`src/hw/rtl/a2b_pkg.sv`:
```
// Package for the length-prefix to start-code converter: payload, state and code types.
package a2b_pkg;

  typedef enum logic [3:0] {
    PH_IDLE   = 4'd0,
    PH_SLEN   = 4'd1,
    PH_SFIRST = 4'd2,
    PH_SPAY   = 4'd3,
    PH_SPASS  = 4'd4,
    PH_RHDR   = 4'd5,
    PH_RSIZE  = 4'd6,
    PH_RPAY   = 4'd7,
    PH_RCOUNT = 4'd8,
    PH_RDONE  = 4'd9,
    PH_RPASS  = 4'd10
  } a2b_phase_t;

  localparam logic [2:0] ST_OK          = 3'd0;
  localparam logic [2:0] ST_UNIT_TRUNC  = 3'd1;
  localparam logic [2:0] ST_BAD_PREFIX  = 3'd2;
  localparam logic [2:0] ST_TRAIL_DROP  = 3'd3;
  localparam logic [2:0] ST_NOT_V1      = 3'd4;
  localparam logic [2:0] ST_REC_TRUNC   = 3'd5;

  localparam logic [0:0] CMD_SAMPLE = 1'b0;
  localparam logic [0:0] CMD_RECORD = 1'b1;

  localparam logic [7:0] PREFIX_MASK = 8'h03;
  localparam logic [7:0] COUNT_MASK  = 8'h1F;
  localparam logic [7:0] RECORD_VERSION = 8'h01;
  localparam logic [2:0] SAMPLE_PREFIX  = 3'd4;
  localparam logic [2:0] HDR_PREFIX_POS = 3'd4;
  localparam logic [2:0] HDR_COUNT_POS  = 3'd5;

  localparam logic [7:0] START_CODE [4] = '{8'h00, 8'h00, 8'h00, 8'h01};

  typedef struct packed {
    logic       cmd;
    logic [7:0] data_byte;
    logic       last_byte;
  } a2b_in_t;

  typedef struct packed {
    logic [7:0] out_byte;
    logic       out_valid;
    logic       run_last;
    logic       packet_end;
    logic [2:0] status;
  } a2b_out_t;

  typedef struct packed {
    logic [2:0]  prefix_size;
    a2b_phase_t  phase;
    logic [2:0]  hdr_pos;
    logic [31:0] unit_len;
    logic [31:0] bytes_left;
    logic [7:0]  units_left;
    logic [2:0]  err;
  } a2b_state_t;

  // Results caused by one request: optional start code, optional payload byte.
  typedef struct packed {
    logic       has_sc;
    logic       has_pay;
    logic [7:0] data;
    logic       pkt_end;
    logic [2:0] status;
  } a2b_burst_t;

endpackage

```
`src/hw/rtl/a2b_step.sv`:
```
// Parser step: next state and result burst for one accepted input request.
module a2b_step (
  input  a2b_pkg::a2b_state_t st_cur,
  input  a2b_pkg::a2b_in_t    req,
  output a2b_pkg::a2b_state_t st_nxt,
  output a2b_pkg::a2b_burst_t burst,
  output logic                has_result
);
  import a2b_pkg::*;

  always_comb begin
    a2b_state_t s;
    logic       sc;
    logic       pay;
    logic       run;
    logic [2:0] end_st;
    logic [7:0] b;
    s   = st_cur;
    sc  = 1'b0;
    pay = 1'b0;
    run = 1'b1;
    b   = req.data_byte;

    if (s.phase == PH_IDLE) begin
      s.hdr_pos    = 3'd0;
      s.unit_len   = 32'd0;
      s.bytes_left = 32'd0;
      s.units_left = 8'd0;
      s.err        = ST_OK;
      if (req.cmd == CMD_RECORD) begin
        run = 1'b0;
        if (b != RECORD_VERSION) begin
          s.phase = PH_RPASS;
          s.err   = ST_NOT_V1;
          pay     = 1'b1;
        end else begin
          s.phase   = PH_RHDR;
          s.hdr_pos = 3'd1;
        end
      end else if (s.prefix_size == 3'd0) begin
        s.phase = PH_SPASS;
      end else if (s.prefix_size != SAMPLE_PREFIX) begin
        s.phase = PH_SPASS;
        s.err   = ST_BAD_PREFIX;
      end else begin
        s.phase = PH_SLEN;
      end
    end

    if (run) begin
      case (s.phase)
        PH_SLEN: begin
          s.unit_len = {s.unit_len[23:0], b};
          s.hdr_pos  = s.hdr_pos + 3'd1;
          if (s.hdr_pos >= 3'd4) s.phase = PH_SFIRST;
        end
        PH_SFIRST: begin
          sc           = 1'b1;
          s.bytes_left = s.unit_len;
          if (s.bytes_left == 32'd0) begin
            // Empty unit: this byte already opens the next length field.
            s.unit_len = {24'd0, b};
            s.hdr_pos  = 3'd1;
            s.phase    = PH_SLEN;
          end else begin
            pay          = 1'b1;
            s.bytes_left = s.bytes_left - 32'd1;
            if (s.bytes_left == 32'd0) begin
              s.phase    = PH_SLEN;
              s.hdr_pos  = 3'd0;
              s.unit_len = 32'd0;
            end else begin
              s.phase = PH_SPAY;
            end
          end
        end
        PH_SPAY: begin
          pay          = 1'b1;
          s.bytes_left = s.bytes_left - 32'd1;
          if (s.bytes_left == 32'd0) begin
            s.phase    = PH_SLEN;
            s.hdr_pos  = 3'd0;
            s.unit_len = 32'd0;
          end
        end
        PH_SPASS, PH_RPASS: begin
          pay = 1'b1;
        end
        PH_RHDR: begin
          if (s.hdr_pos == HDR_PREFIX_POS) begin
            s.prefix_size = {1'b0, b[1:0] & PREFIX_MASK[1:0]} + 3'd1;
            s.hdr_pos     = s.hdr_pos + 3'd1;
          end else if (s.hdr_pos == HDR_COUNT_POS) begin
            s.units_left = b & COUNT_MASK;
            s.hdr_pos    = 3'd0;
            s.phase      = (s.units_left == 8'd0) ? PH_RDONE : PH_RSIZE;
          end else begin
            s.hdr_pos = s.hdr_pos + 3'd1;
          end
        end
        PH_RSIZE: begin
          if (!s.hdr_pos[0]) begin
            s.unit_len = {24'd0, b};
            s.hdr_pos  = s.hdr_pos | 3'd1;
          end else begin
            s.unit_len   = {16'd0, s.unit_len[7:0], b};
            sc           = 1'b1;
            s.bytes_left = s.unit_len;
            s.hdr_pos    = 3'd0;
            if (s.bytes_left == 32'd0) begin
              s.units_left = s.units_left - 8'd1;
              s.phase      = (s.units_left == 8'd0) ? PH_RCOUNT : PH_RSIZE;
            end else begin
              s.phase = PH_RPAY;
            end
          end
        end
        PH_RPAY: begin
          pay          = 1'b1;
          s.bytes_left = s.bytes_left - 32'd1;
          if (s.bytes_left == 32'd0) begin
            s.units_left = s.units_left - 8'd1;
            s.hdr_pos    = 3'd0;
            s.phase      = (s.units_left == 8'd0) ? PH_RCOUNT : PH_RSIZE;
          end
        end
        PH_RCOUNT: begin
          s.units_left = b;
          s.hdr_pos    = 3'd4;
          s.phase      = (s.units_left == 8'd0) ? PH_RDONE : PH_RSIZE;
        end
        default: begin
        end
      endcase
    end

    // Closing status is judged on the state left after this byte.
    if (s.err != ST_OK) begin
      end_st = s.err;
    end else begin
      case (s.phase)
        PH_SPAY:          end_st = ST_UNIT_TRUNC;
        PH_SFIRST:        end_st = ST_TRAIL_DROP;
        PH_SLEN:          end_st = (s.hdr_pos != 3'd0) ? ST_TRAIL_DROP : ST_OK;
        PH_RHDR, PH_RPAY: end_st = ST_REC_TRUNC;
        PH_RSIZE:         end_st = s.hdr_pos[2] ? ST_OK : ST_REC_TRUNC;
        default:          end_st = ST_OK;
      endcase
    end

    if (req.last_byte) begin
      s.phase      = PH_IDLE;
      s.hdr_pos    = 3'd0;
      s.unit_len   = 32'd0;
      s.bytes_left = 32'd0;
      s.units_left = 8'd0;
      s.err        = ST_OK;
    end

    st_nxt        = s;
    burst.has_sc  = sc;
    burst.has_pay = pay;
    burst.data    = b;
    burst.pkt_end = req.last_byte;
    burst.status  = req.last_byte ? end_st : ST_OK;
    has_result    = sc | pay | req.last_byte;
  end

endmodule

```
`src/hw/rtl/avcc_to_annexb_converter_core.sv`:
```
// Top level of the length-prefix to start-code converter: parser state and output serialiser.
// Latency: the first result of a request is offered in the cycle after it is accepted.
// Throughput: one request per cycle while each yields at most one result and the output does
// not stall; a request that opens a unit yields four start-code bytes (and maybe a payload
// byte), which the output serialiser delivers one result per cycle while not stalled.
// Reset (rst_n low, synchronous): parser returns to idle, prefix size clears, no result pending.
module avcc_to_annexb_converter_core (
  input  logic              clk,
  input  logic              rst_n,
  input  logic              in_valid,
  output logic              in_stall,
  input  a2b_pkg::a2b_in_t  in_data,
  output logic              out_valid,
  input  logic              out_stall,
  output a2b_pkg::a2b_out_t out_data
);
  import a2b_pkg::*;

  // Parser state, updated the moment a request is accepted.
  a2b_state_t st_r;
  a2b_state_t st_nxt;

  // Pending burst of results for the request last accepted.
  a2b_burst_t burst_r;
  a2b_burst_t burst_nxt;
  logic       busy_r;
  logic [2:0] pos_r;

  logic       has_result;
  logic       accept;
  logic       take;
  logic       final_pos;
  logic [2:0] last_idx;
  logic       in_sc;

  a2b_step u_step (
    .st_cur     (st_r),
    .req        (in_data),
    .st_nxt     (st_nxt),
    .burst      (burst_nxt),
    .has_result (has_result)
  );

  // A start code occupies positions 0 to 3 and the payload byte, if any, follows it.
  // With neither present the burst is a single status-only marker.
  assign last_idx  = burst_r.has_sc ? (burst_r.has_pay ? 3'd4 : 3'd3) : 3'd0;
  assign final_pos = (pos_r == last_idx);
  assign take      = busy_r && !out_stall;

  // A new request is taken while the last result of the previous one leaves.
  assign in_stall = busy_r && !(take && final_pos);
  assign accept   = in_valid && !in_stall;

  always_ff @(posedge clk) begin
    if (!rst_n) begin
      st_r   <= '0;
      busy_r <= 1'b0;
      pos_r  <= 3'd0;
    end else begin
      if (accept) begin
        st_r <= st_nxt;
      end
      if (accept && has_result) begin
        busy_r <= 1'b1;
        pos_r  <= 3'd0;
      end else if (take) begin
        if (final_pos) begin
          busy_r <= 1'b0;
        end else begin
          pos_r <= pos_r + 3'd1;
        end
      end
    end
  end

  always_ff @(posedge clk) begin
    if (accept && has_result) begin
      burst_r <= burst_nxt;
    end
  end

  assign in_sc = burst_r.has_sc && !pos_r[2];

  always_comb begin
    out_valid = busy_r;
    if (in_sc) begin
      out_data.out_byte  = START_CODE[pos_r[1:0]];
      out_data.out_valid = 1'b1;
    end else begin
      out_data.out_byte  = burst_r.has_pay ? burst_r.data : 8'd0;
      out_data.out_valid = burst_r.has_pay;
    end
    out_data.run_last   = final_pos;
    out_data.packet_end = final_pos && burst_r.pkt_end;
    out_data.status     = (final_pos && burst_r.pkt_end) ? burst_r.status : ST_OK;
  end

endmodule

```
`config.mk`:
```
export PLATFORM = sky130hd
export DESIGN_NAME = avcc_to_annexb_converter_core
export DESIGN_NICKNAME = d
export VERILOG_FILES = /design/src/hw/rtl/a2b_pkg.sv /design/src/hw/rtl/a2b_step.sv /design/src/hw/rtl/avcc_to_annexb_converter_core.sv
export SDC_FILE = /design/constraint.sdc
export NUM_CORES = 1
export LEC_CHECK = 0
export CAP_MARGIN = 20
export CORE_ASPECT_RATIO = 0.9
export CORE_UTILIZATION = 35
export CTS_BUF_LIST = sky130_fd_sc_hd__clkbuf_4 sky130_fd_sc_hd__clkbuf_8 sky130_fd_sc_hd__clkbuf_16
export DETAILED_ROUTE_END_ITERATION = 6
export DONT_BUFFER_PORTS = 1
export PLACE_DENSITY = 0.56
export SYNTH_ARGS = -nofsm -noshare
export SYNTH_HDL_FRONTEND = slang
export SYNTH_HIERARCHICAL = 1
export SYNTH_SLANG_ARGS = --single-unit
```
`constraint.sdc`:
```
create_clock -name clk -period 7.2 [get_ports clk]
set_input_delay 0.72 -clock clk [delete_from_list [all_inputs] [get_ports clk]]
set_output_delay 0.72 -clock clk [all_outputs]
set_load 0.005 [all_outputs]
```
* Word-level counts from Yosys, hierarchy flattened
Cells that the tools add are included.
** Word-level totals
- Bits in registers :: 103
- Latch bits :: 0
- Memory bits (writable) :: 0
- Bits in read-only memories :: 0
- Input port bits :: 14
- Logic and storage cells :: 143
- Memories kept :: 0
** Operators by class
- Add/subtract/negate cells :: 6
- Multiply operators :: 0
- Divide/modulo/power cells :: 0
- Order comparisons :: 2
- Equality and inequality tests :: 20
- Shift operators :: 0
- Mux-type cells :: 65
- Bitwise operators :: 5
- Reduce and logical (&&, ||, !) cells :: 31
** Operators by type and width (count)
- $mux W82 :: 2
- $pmux W32 S4 :: 1
- $logic_not A32 Y1 :: 3
- $pmux W32 S3 :: 1
- $mux W79 :: 1
- $mux W39 :: 2
- $mux W35 :: 2
- $sub A32 B1 Y32 const B :: 2
- $mux W8 :: 7
- $pmux W7 S7 :: 1
- $mux W4 :: 11
- $mux W40 :: 1
- $mux W3 :: 11
- $mux W32 :: 1
- $pmux W8 S4 :: 1
- $eq A4 B3 Y1 const B :: 7
- $logic_not A8 Y1 :: 3
- $bmux W8 S2 :: 1
- $eq A4 B2 Y1 const B :: 4
- $logic_not A16 Y1 :: 1
- $pmux W3 S5 :: 1
- $mux W1 :: 14
- $mux W9 :: 1
- $eq A4 B1 Y1 const B :: 2
- 25 further kinds :: 48

* Logic depth before layout (Yosys ltp)
Gate-level depths: netlist of run 1.
- Word-level depth :: 16
- Mapped depth :: 26

* By module
Netlist of run 1, hierarchy kept.
** By module, submodules not included
- a2b_step :: instances 1, cells an instance 949, area an instance 5496.5 µm², seq. area each 0.0 µm²
- avcc_to_annexb_converter_core :: instances 1, cells an instance 440, area an instance 4190.3 µm², seq. area each 2202.1 µm²

* Worst setup path before layout of run 1
No wires, ideal clock.
- Path kind :: reg-to-reg
- From :: register st_r[81] (netlist name)
- To :: register burst_r[0] (netlist name) (data pin)
- Arrival :: 5.637 ns
- Required time :: 6.926 ns
- Setup slack :: 1.289 ns
- Stages on the path, launching flop included :: 23
- Path buffers :: 8
- Clock period less this slack :: 5.911 ns
- Path through :: dfxtp_1 -> clkbuf_1 -> or4_1 -> clkbuf_1 -> clkbuf_1 -> clkbuf_1 -> clkbuf_1 -> clkbuf_1 -> buf_1 -> buf_1 -> nand2_1 -> ha_1 -> nor4b_1 -> or4b_2 -> xnor2_1 -> nand4b_1 -> nor4_2 -> nand4_1 -> nand3_1 -> a32oi_1 -> or3_1 -> o311ai_2 -> a41oi_1
** Between the ends
- Word-level cells in the longest chain between the ends :: 13
** Ends and longest elaborated chain
- start, declared :: RTL line avcc_to_annexb_converter_core.sv:20 : a2b_state_t st_r;
- start signal, assigned :: RTL line avcc_to_annexb_converter_core.sv:61 : st_r <= st_nxt;
- branches (longest 12 deep; another with $sub A32 B1 Y32)
- $mux W3 (*) :: RTL line a2b_step.sv:138 : if (s.err != ST_OK) begin
- end signal, assigned :: RTL line avcc_to_annexb_converter_core.sv:78 : burst_r <= burst_nxt;
- end, declared :: RTL line avcc_to_annexb_converter_core.sv:24 : a2b_burst_t burst_r;
Every way passes the cells marked *.
A chain may end at the register's enable or synchronous reset.

* Worst setup path after layout of run 1
- From :: register st_r[78] (netlist name)
- To :: register burst_r[0] (netlist name) (data pin)
Same word-level chain as after synthesis.

==> results of run 1 <==
final cells by class:
cell class / instances / area share (%)
repair buffers: 20 / 1.50
clock buffers: 9 / 2.25
clock inverters: 7 / 0.948
inverters: 21 / 0.786
multi-input cells: 1137 / 68.1
well taps: 354 / 4.42
flip-flops and latches: 103 / 22.0
critical path, stage by stage (launching register included):
cell      delay [ns]
dfxtp_1         0.47
or4_2           1.03
nand2_1         0.23
ha_1            0.18
buf_4           0.28
nor4b_1         0.89
nand4_1         0.27
o31a_1          0.34
nor4_1          0.43
and4b_1         0.26
nand4_1         0.29
nand3_1         0.26
a32oi_1         0.17
or3_1           0.45
o311ai_2        0.22
a41oi_1         0.14
stage by stage:
stage,cells,utilization (%)
final,1651,37.0
after global routing,1651,37.0
after CTS,1651,37.0
after detailed placement,1635,35.8
after global placement,1635,35.8
after floorplan,1389,-
power breakdown:
group          internal (mW)  leakage [nW]  switching [mW]
Sequential             0.597         0.852          0.0134
Combinational          0.104          2.64           0.245
Clock                  0.305         0.146           0.245
Total                   1.01          3.64           0.503
placed cells by master, fill, tap and decap left out, drive strengths merged, types with 7 or more instances in the layout:
cell type,count
o31ai,9
edfxtp,14
mux2i,93
or4,19
clkbuf,9
a221oi,13
o21ai,85
xnor2,16
a22oi,45
dfxtp,89
and3,9
o22ai,7
buf,20
nor4,34
or2,7
nand2,260
o21a,8
nor2b,9
o211ai,7
nor3b,7
inv,21
nor2,153
xor2,13
nand3,24
ha,15
nor3,41
nand2b,8
a21oi,72
or3,23
and2,20
a32oi,12
nand4,22
a31oi,17
registers in the layout (all words and copies together), names as in the netlist:
name,count
st_r,85
burst_r,14
pos_r,3
out_valid,1
routing by layer:
layer | track usage [%] | vias up
met1 | 33.6 | 4877
met4 | 7.73 | 0
li1 | - | 4856
met2 | 34.4 | 458
met3 | 4.71 | 55
met5 | 0 | -
Yosys cell counts (all sizes together) (4+ instances only):
cell type / n
xnor2: 16
o41ai: 5
and3: 9
o311ai: 4
a221oi: 13
or4b: 4
o21a: 8
and2: 20
nor2b: 9
o22ai: 7
a31oi: 17
clkbuf: 96
o211ai: 7
o21ai: 85
nor3: 41
or4: 19
mux2: 5
o2111ai: 4
a21boi: 5
nand2b: 8
ha: 15
a21oi: 72
buf: 32
dfxtp: 89
nand2: 260
nand4: 22
o31ai: 9
and4: 4
nor4: 34
mux2i: 93
a211oi: 4
inv: 20
or2: 7
a32oi: 12
or3: 23
edfxtp: 14
a21o: 4
nor3b: 7
xor2: 13
o31a: 6
a22oi: 45
nand3: 24
nor2: 153
worst min-delay path by stage:
stage,end,start,depth (start not counted),slack [ns]
final,burst_r[10]$_DFFE_PP_,in_data[7],0,0.44
after global routing,burst_r[10]$_DFFE_PP_,in_data[7],0,0.43
after CTS,burst_r[8]$_DFFE_PP_,in_data[5],0,0.43
after detailed placement,st_r[1]$_SDFFE_PN0P_,st_r[1]$_SDFFE_PN0P_,2,0.45
after global placement,st_r[1]$_SDFFE_PN0P_,st_r[1]$_SDFFE_PN0P_,2,0.44
after floorplan,st_r[13]$_SDFFE_PN0P_,st_r[13]$_SDFFE_PN0P_,2,0.43
cell families after synthesis:
kind of cell / after synthesis / synth area share (%)
AOI/OAI and AO/OA: 334 / 22.8
xor gates and xnor gates: 29 / 2.62
adders and majority gates: 15 / 1.94
buffers and inverters: 149 / 7.00
DFF: 103 / 22.7
muxes: 98 / 10.2
and+or+nand+nor: 661 / 32.7
==> metrics.md, run 1 <==
| Metric | Value |
|---|---|
| Status | `finished clean` |
| Share of the synthesized area in the top cell type | `18.4%` |
| CTS H-tree depth | `3` |
| First-pass GRT wire length | `52.6 mm` |
| GP Congestion | `0.967` |
| Synth area leaders | `dfxtp_1 (18%), nand2_1 (10%), mux2i_1 (9.6%), nor2_1 (5.9%), edfxtp_1 (4.3%)` |
| Worst-Margin Slew | `1.09 ns` |
| Vias | `10200` |
| Clk_lat worst skew | `0.38 ns` |
| First DRT Iteration DRCs | `1187` |
| Final period util | `85.7%` |
| I/O pin cnt | `30` |
| CTS sink cnt | `103` |
| Die area | `0.0283 mm2` |
| Clock Path Buffers | `2` |
| Met1 Wirelength | `15.5 mm` |
| Filler cells | `2929` |
| CORE AREA | `0.0271 mm2` |
| Area leader, netlist | `dfxtp_1` |
| Worst vdd ir | `0.000111 V` |
| Initial antenna violation count | `0` |
| Layout cells sized above 1 | `5.24%` |
| Synth Flop Type | `dfxtp_1` |
| Post-synthesis sequential area ratio | `22.7%` |
| Post-Route WL | `33.3 mm` |
| Gr ovfl total | `0` |
| Largest net degree at the start of global routing | `172` |
| Worst EP arrival | `6.28 ns` |
| Register area | `0.00220 mm2` |
| Total GRT Usage | `23.4%` |
| Distinct cell type count after synthesis | `79` |
| DP Wirelength | `22.9 mm` |
| DRC | `0` |
| Area post-placement | `0.00971 mm2` |
| Syn-to-layout area delta | `3.50%` |
| Yosys reg bits | `103` |
| Power per cell area | `150 mW/mm2` |
| Mapped cell area | `0.00969 mm2` |
| Avg WL per Cell | `20.2 um` |
| Area of the multi-input gates | `0.00683 mm2` |
| Post-CTS sizing | `0` |
| Routed wl met3 | `2.75 mm` |
| Hold Slack | `0.443 ns` |
| CTS tree | `done` |
| Reg2Reg Setup Slack | `1.03 ns` |
| CP Capture Type | `flop` |
| Fin nets | `1321` |
| Tightest Hold Check Type | `in -> reg` |
| Syn avg cell area | `6.97 um2` |
| Crit path launch | `st_r[78]$_SDFFE_PN0P_` |
| LEAKAGE | `3.64 nW` |
| Number of detailed-route iterations in the first pass | `5` |
| R2R depth | `15` |
| Setup violations, final | `0` |
| Post-Syn Nets | `1418` |
| Tmin final | `6.17 ns` |
| Die width | `177 um` |
| MaxCap Viol Count | `0` |
| Final Skew | `0.0126 ns` |
| Root Buffer | `clkbuf_16` |
| Setup bufs post-CTS | `0` |
| EDFF count, synth | `14` |
| Setup TNS | `0 ns` |
| Final Cell Area | `0.0100 mm2` |
| Setup ws final | `1.03 ns` |
| CTS Buf Count | `9` |
| Antenna Nets Post-Route | `0` |
| Max-slew headroom | `26.9%` |
| FP Rows | `57` |
| Hold Fails Final Rpt | `0` |
| Synthesis Warnings | `6` |
| Reg clk slew, reported paths | `0.08 ns` |
| Die height | `160 um` |
| Number of global-route vias before repair | `9180` |
| Syn Inst Count | `1389` |
| Async S/R FF share, synth | `0%` |
| Met2 WL | `14.2 mm` |
| Fmax achieved | `162 MHz` |
| Antenna cells | `0` |
| Via density | `6.21` |
| Worst r2r src | `st_r[78]$_SDFFE_PN0P_` |
| Worst setup SP type | `flop` |
| RSZ-0062 raised after global routing | `no` |
| Top Metal Used | `met4` |
| CP Class | `reg -> reg` |
| Hold-fix buffers at CTS | `0` |
| Critical path capture point | `burst_r[0]$_DFFE_PP_` |
| CP Max Fanout | `25` |
| Max Slew Vio Count | `0` |
| Final Power | `1.51 mW` |
| Capturing point of the worst reg2reg path | `burst_r[0]$_DFFE_PP_` |
| Initial core utilization | `35.7%` |
| Input/output buffers | `0` |
| Pre-CTS setup slack | `1.27 ns` |
| WP data required | `7.31 ns` |
(Power assumes the default switching activity.)
==> run 2, diff against run 1 <==
Settings changed: REMOVE_ABC_BUFFERS set to 1.
==> metrics.md, run 2 (synthesized netlist as in run 1, its figures left out) <==
| Metric | Value |
|---|---|
| Reg clk slew, reported paths | `0.08 ns (about the same)` |
| Fmax achieved | `180 MHz (+11%)` |
| Area of the multi-input gates | `0.00683 mm2 (unchanged)` |
| Die height | `160 um (unchanged)` |
| CP Class | `reg -> reg` |
| Tightest Hold Check Type | `in -> reg` |
| WP data required | `7.30 ns (about the same)` |
| Most frequent cells in the layout | `nand2_1 (260), nor2_1 (153), mux2i_1 (93)` |
| LEAKAGE | `3.67 nW (+0.76%)` |
| Vias | `10200 (-0.098%)` |
| Antenna cells | `0 (unchanged)` |
| Worst vdd ir | `0.000120 V (+8.4%)` |
| CORE AREA | `0.0271 mm2 (unchanged)` |
| GP Congestion | `1.00 (+3.8%)` |
| Total GRT Usage | `24.3% (+0.94 points)` |
| Capturing point of the worst reg2reg path | `burst_r[0]$_DFFE_PP_` |
| DRC | `0 (unchanged)` |
| Syn-to-layout area delta | `3.75%` |
| Worst hold stages | `0 (unchanged)` |
| First-pass GRT wire length | `54.9 mm (+4.4%)` |
| Worst setup SP type | `flop` |
| Tmin final | `5.56 ns (-0.615 ns)` |
| Hold Fails Final Rpt | `0 (unchanged)` |
| Largest net degree at the start of global routing | `172 (unchanged)` |
| Avg WL per Cell | `20.9 um (+3.4%)` |
| Initial core utilization | `35.7% (unchanged)` |
| Commonest non-fill, non-tap cell in the layout | `nand2_1` |
| Number of global-route vias before repair | `9164 (-0.17%)` |
| Setup bufs post-CTS | `0 (unchanged)` |
| First DRT Iteration DRCs | `1424 (+20%)` |
| Filler cells | `2897 (-1.1%)` |
| Die width | `177 um (unchanged)` |
| Final period util | `77.2% (-8.5 points)` |
| Number of detailed-route iterations in the first pass | `7 (+2)` |
| Worst EP arrival | `5.65 ns (-0.63 ns)` |
| Hold_sp | `in_data[2]` |
| Final Skew | `0.0119 ns (-0.000761 ns)` |
| Max-slew headroom | `27.3% (+0.43 points)` |
| RSZ-0062 raised after global routing | `no` |
| I/O pin cnt | `30 (unchanged)` |
| FP Rows | `57 (unchanged)` |
| R2R depth | `13 (-2)` |
| Hold-fix buffers at CTS | `0 (unchanged)` |
| End-of-flow core utilization | `37.1% (+0.088 points)` |
| CTS H-tree depth | `3 (unchanged)` |
| Largest Register | `st_r` |
| Status | `finished clean` |
| Final Cell Area | `0.0100 mm2 (+0.24%)` |
| Via density | `6.19 (-0.28%)` |
| CTS sink cnt | `103 (unchanged)` |
| Setup TNS | `0 ns (unchanged)` |
| Max reg flops | `85 (unchanged)` |
| Final Power | `1.50 mW (-0.43%)` |
| Clock Path Buffers | `2 (unchanged)` |
| Worst r2r src | `st_r[78]$_SDFFE_PN0P_` |
| Post-Route WL | `34.5 mm (+3.6%)` |
| CTS tree | `done` |
| CP Max Fanout | `26 (+4.0%)` |
| Gr ovfl total | `0 (unchanged)` |
| Layout cells sized above 1 | `5.54% (+0.30 points)` |
| Setup violations, final | `0 (unchanged)` |
| Post-CTS sizing | `0 (unchanged)` |
| Register area | `0.00220 mm2 (unchanged)` |
| Reg2Reg Setup Slack | `1.64 ns (+0.62 ns)` |
| Antenna Nets Post-Route | `0 (unchanged)` |
| CTS Buf Count | `9 (unchanged)` |
| Power per cell area | `149 mW/mm2 (-0.66%)` |
| Die area | `0.0283 mm2 (unchanged)` |
| Fin nets | `1324 (+0.23%)` |
| Input/output buffers | `0 (unchanged)` |
| Hold Slack | `0.448 ns (+0.00505 ns)` |
| DP Wirelength | `23.6 mm (+2.9%)` |
| Max Slew Vio Count | `0 (unchanged)` |
| CP Capture Type | `flop` |
| Area post-placement | `0.00972 mm2 (+0.15%)` |
| Root Buffer | `clkbuf_16` |
| Clk_lat worst skew | `0.37 ns (about the same)` |
| MaxCap Viol Count | `0 (unchanged)` |
| Largest regs | `st_r x85, burst_r x14, pos_r x3` |
| Initial antenna violation count | `0 (unchanged)` |
| WHS Endpoint | `burst_r[5]$_DFFE_PP_` |
| Worst-Margin Slew | `1.08 ns (-0.0174 ns)` |
[run 2: cell count changes in the layout (fill, tap and decap cells not counted)]
cell	delta
clkbuf_8	+3
clkinvlp_4	-3
buf_4	+2
bufinv_16	-2
clkinv_4	+2
buf_16	+1
clkinv_1	-1
inv_6	+1
[run 2: layout make-up]
type	count	share of cell area (%)
Multi-Input combinational cell	1137	68.0
Timing Repair Buffer	23	1.92
Clock inverter	4	0.349
Clock buffer	12	2.65
Inverter	21	0.784
Sequential cell	103	21.9
Tap cell	354	4.41
[run 2: metal layers]
layer	part of all wire, %	GRT usage, %	wire length, um
met3	7.8	4.52	2690
met1	48	36.7	16600
met4	2.0	6.37	695
met2	42	34.8	14500
met5	0	0	0
[run 2: worst max-delay path by stage]
stage,from,to,slack [ns],cells past startpoint
after floorplan,st_r[79]$_SDFFE_PN0P_,burst_r[0]$_DFFE_PP_,0.08,10
after CTS,st_r[78]$_SDFFE_PN0P_,burst_r[0]$_DFFE_PP_,1.74,13
after global routing,st_r[78]$_SDFFE_PN0P_,burst_r[0]$_DFFE_PP_,1.29,14
after global placement,st_r[78]$_SDFFE_PN0P_,burst_r[0]$_DFFE_PP_,1.88,16
after detailed placement,st_r[78]$_SDFFE_PN0P_,burst_r[0]$_DFFE_PP_,1.76,13
final,st_r[78]$_SDFFE_PN0P_,burst_r[0]$_DFFE_PP_,1.64,13
[run 2: stage by stage]
step                      cells  worst slack, ns
after floorplan            1261           0.0806
after global placement     1637             1.88
after detailed placement   1637             1.76
after CTS                  1653             1.74
after global routing       1654             1.29
final                      1654             1.64
[run 2: worst max-delay path, cell delays in order, from the launching register on]
cell and delay (ns):
dfxtp_1 0.46, or4_2 0.97, nand2_1 0.25, ha_1 0.76, buf_4 0.35, nand3_1 0.09, o211ai_1 0.25, o2111ai_1 0.15
or4_1 0.56, o21ai_1 0.41, a32oi_1 0.21, or3_1 0.46, o311ai_2 0.22, a41oi_1 0.15
[run 2: power by group]
| group | total [mW] | switching (mW) | leakage, nW | internal, mW |
|---|---|---|---|---|
| logic | 0.365 | 0.256 | 2.66 | 0.109 |
| registers | 0.611 | 0.0145 | 0.852 | 0.597 |
| clock network | 0.526 | 0.258 | 0.150 | 0.268 |
| total | 1.50 | 0.528 | 3.67 | 0.974 |
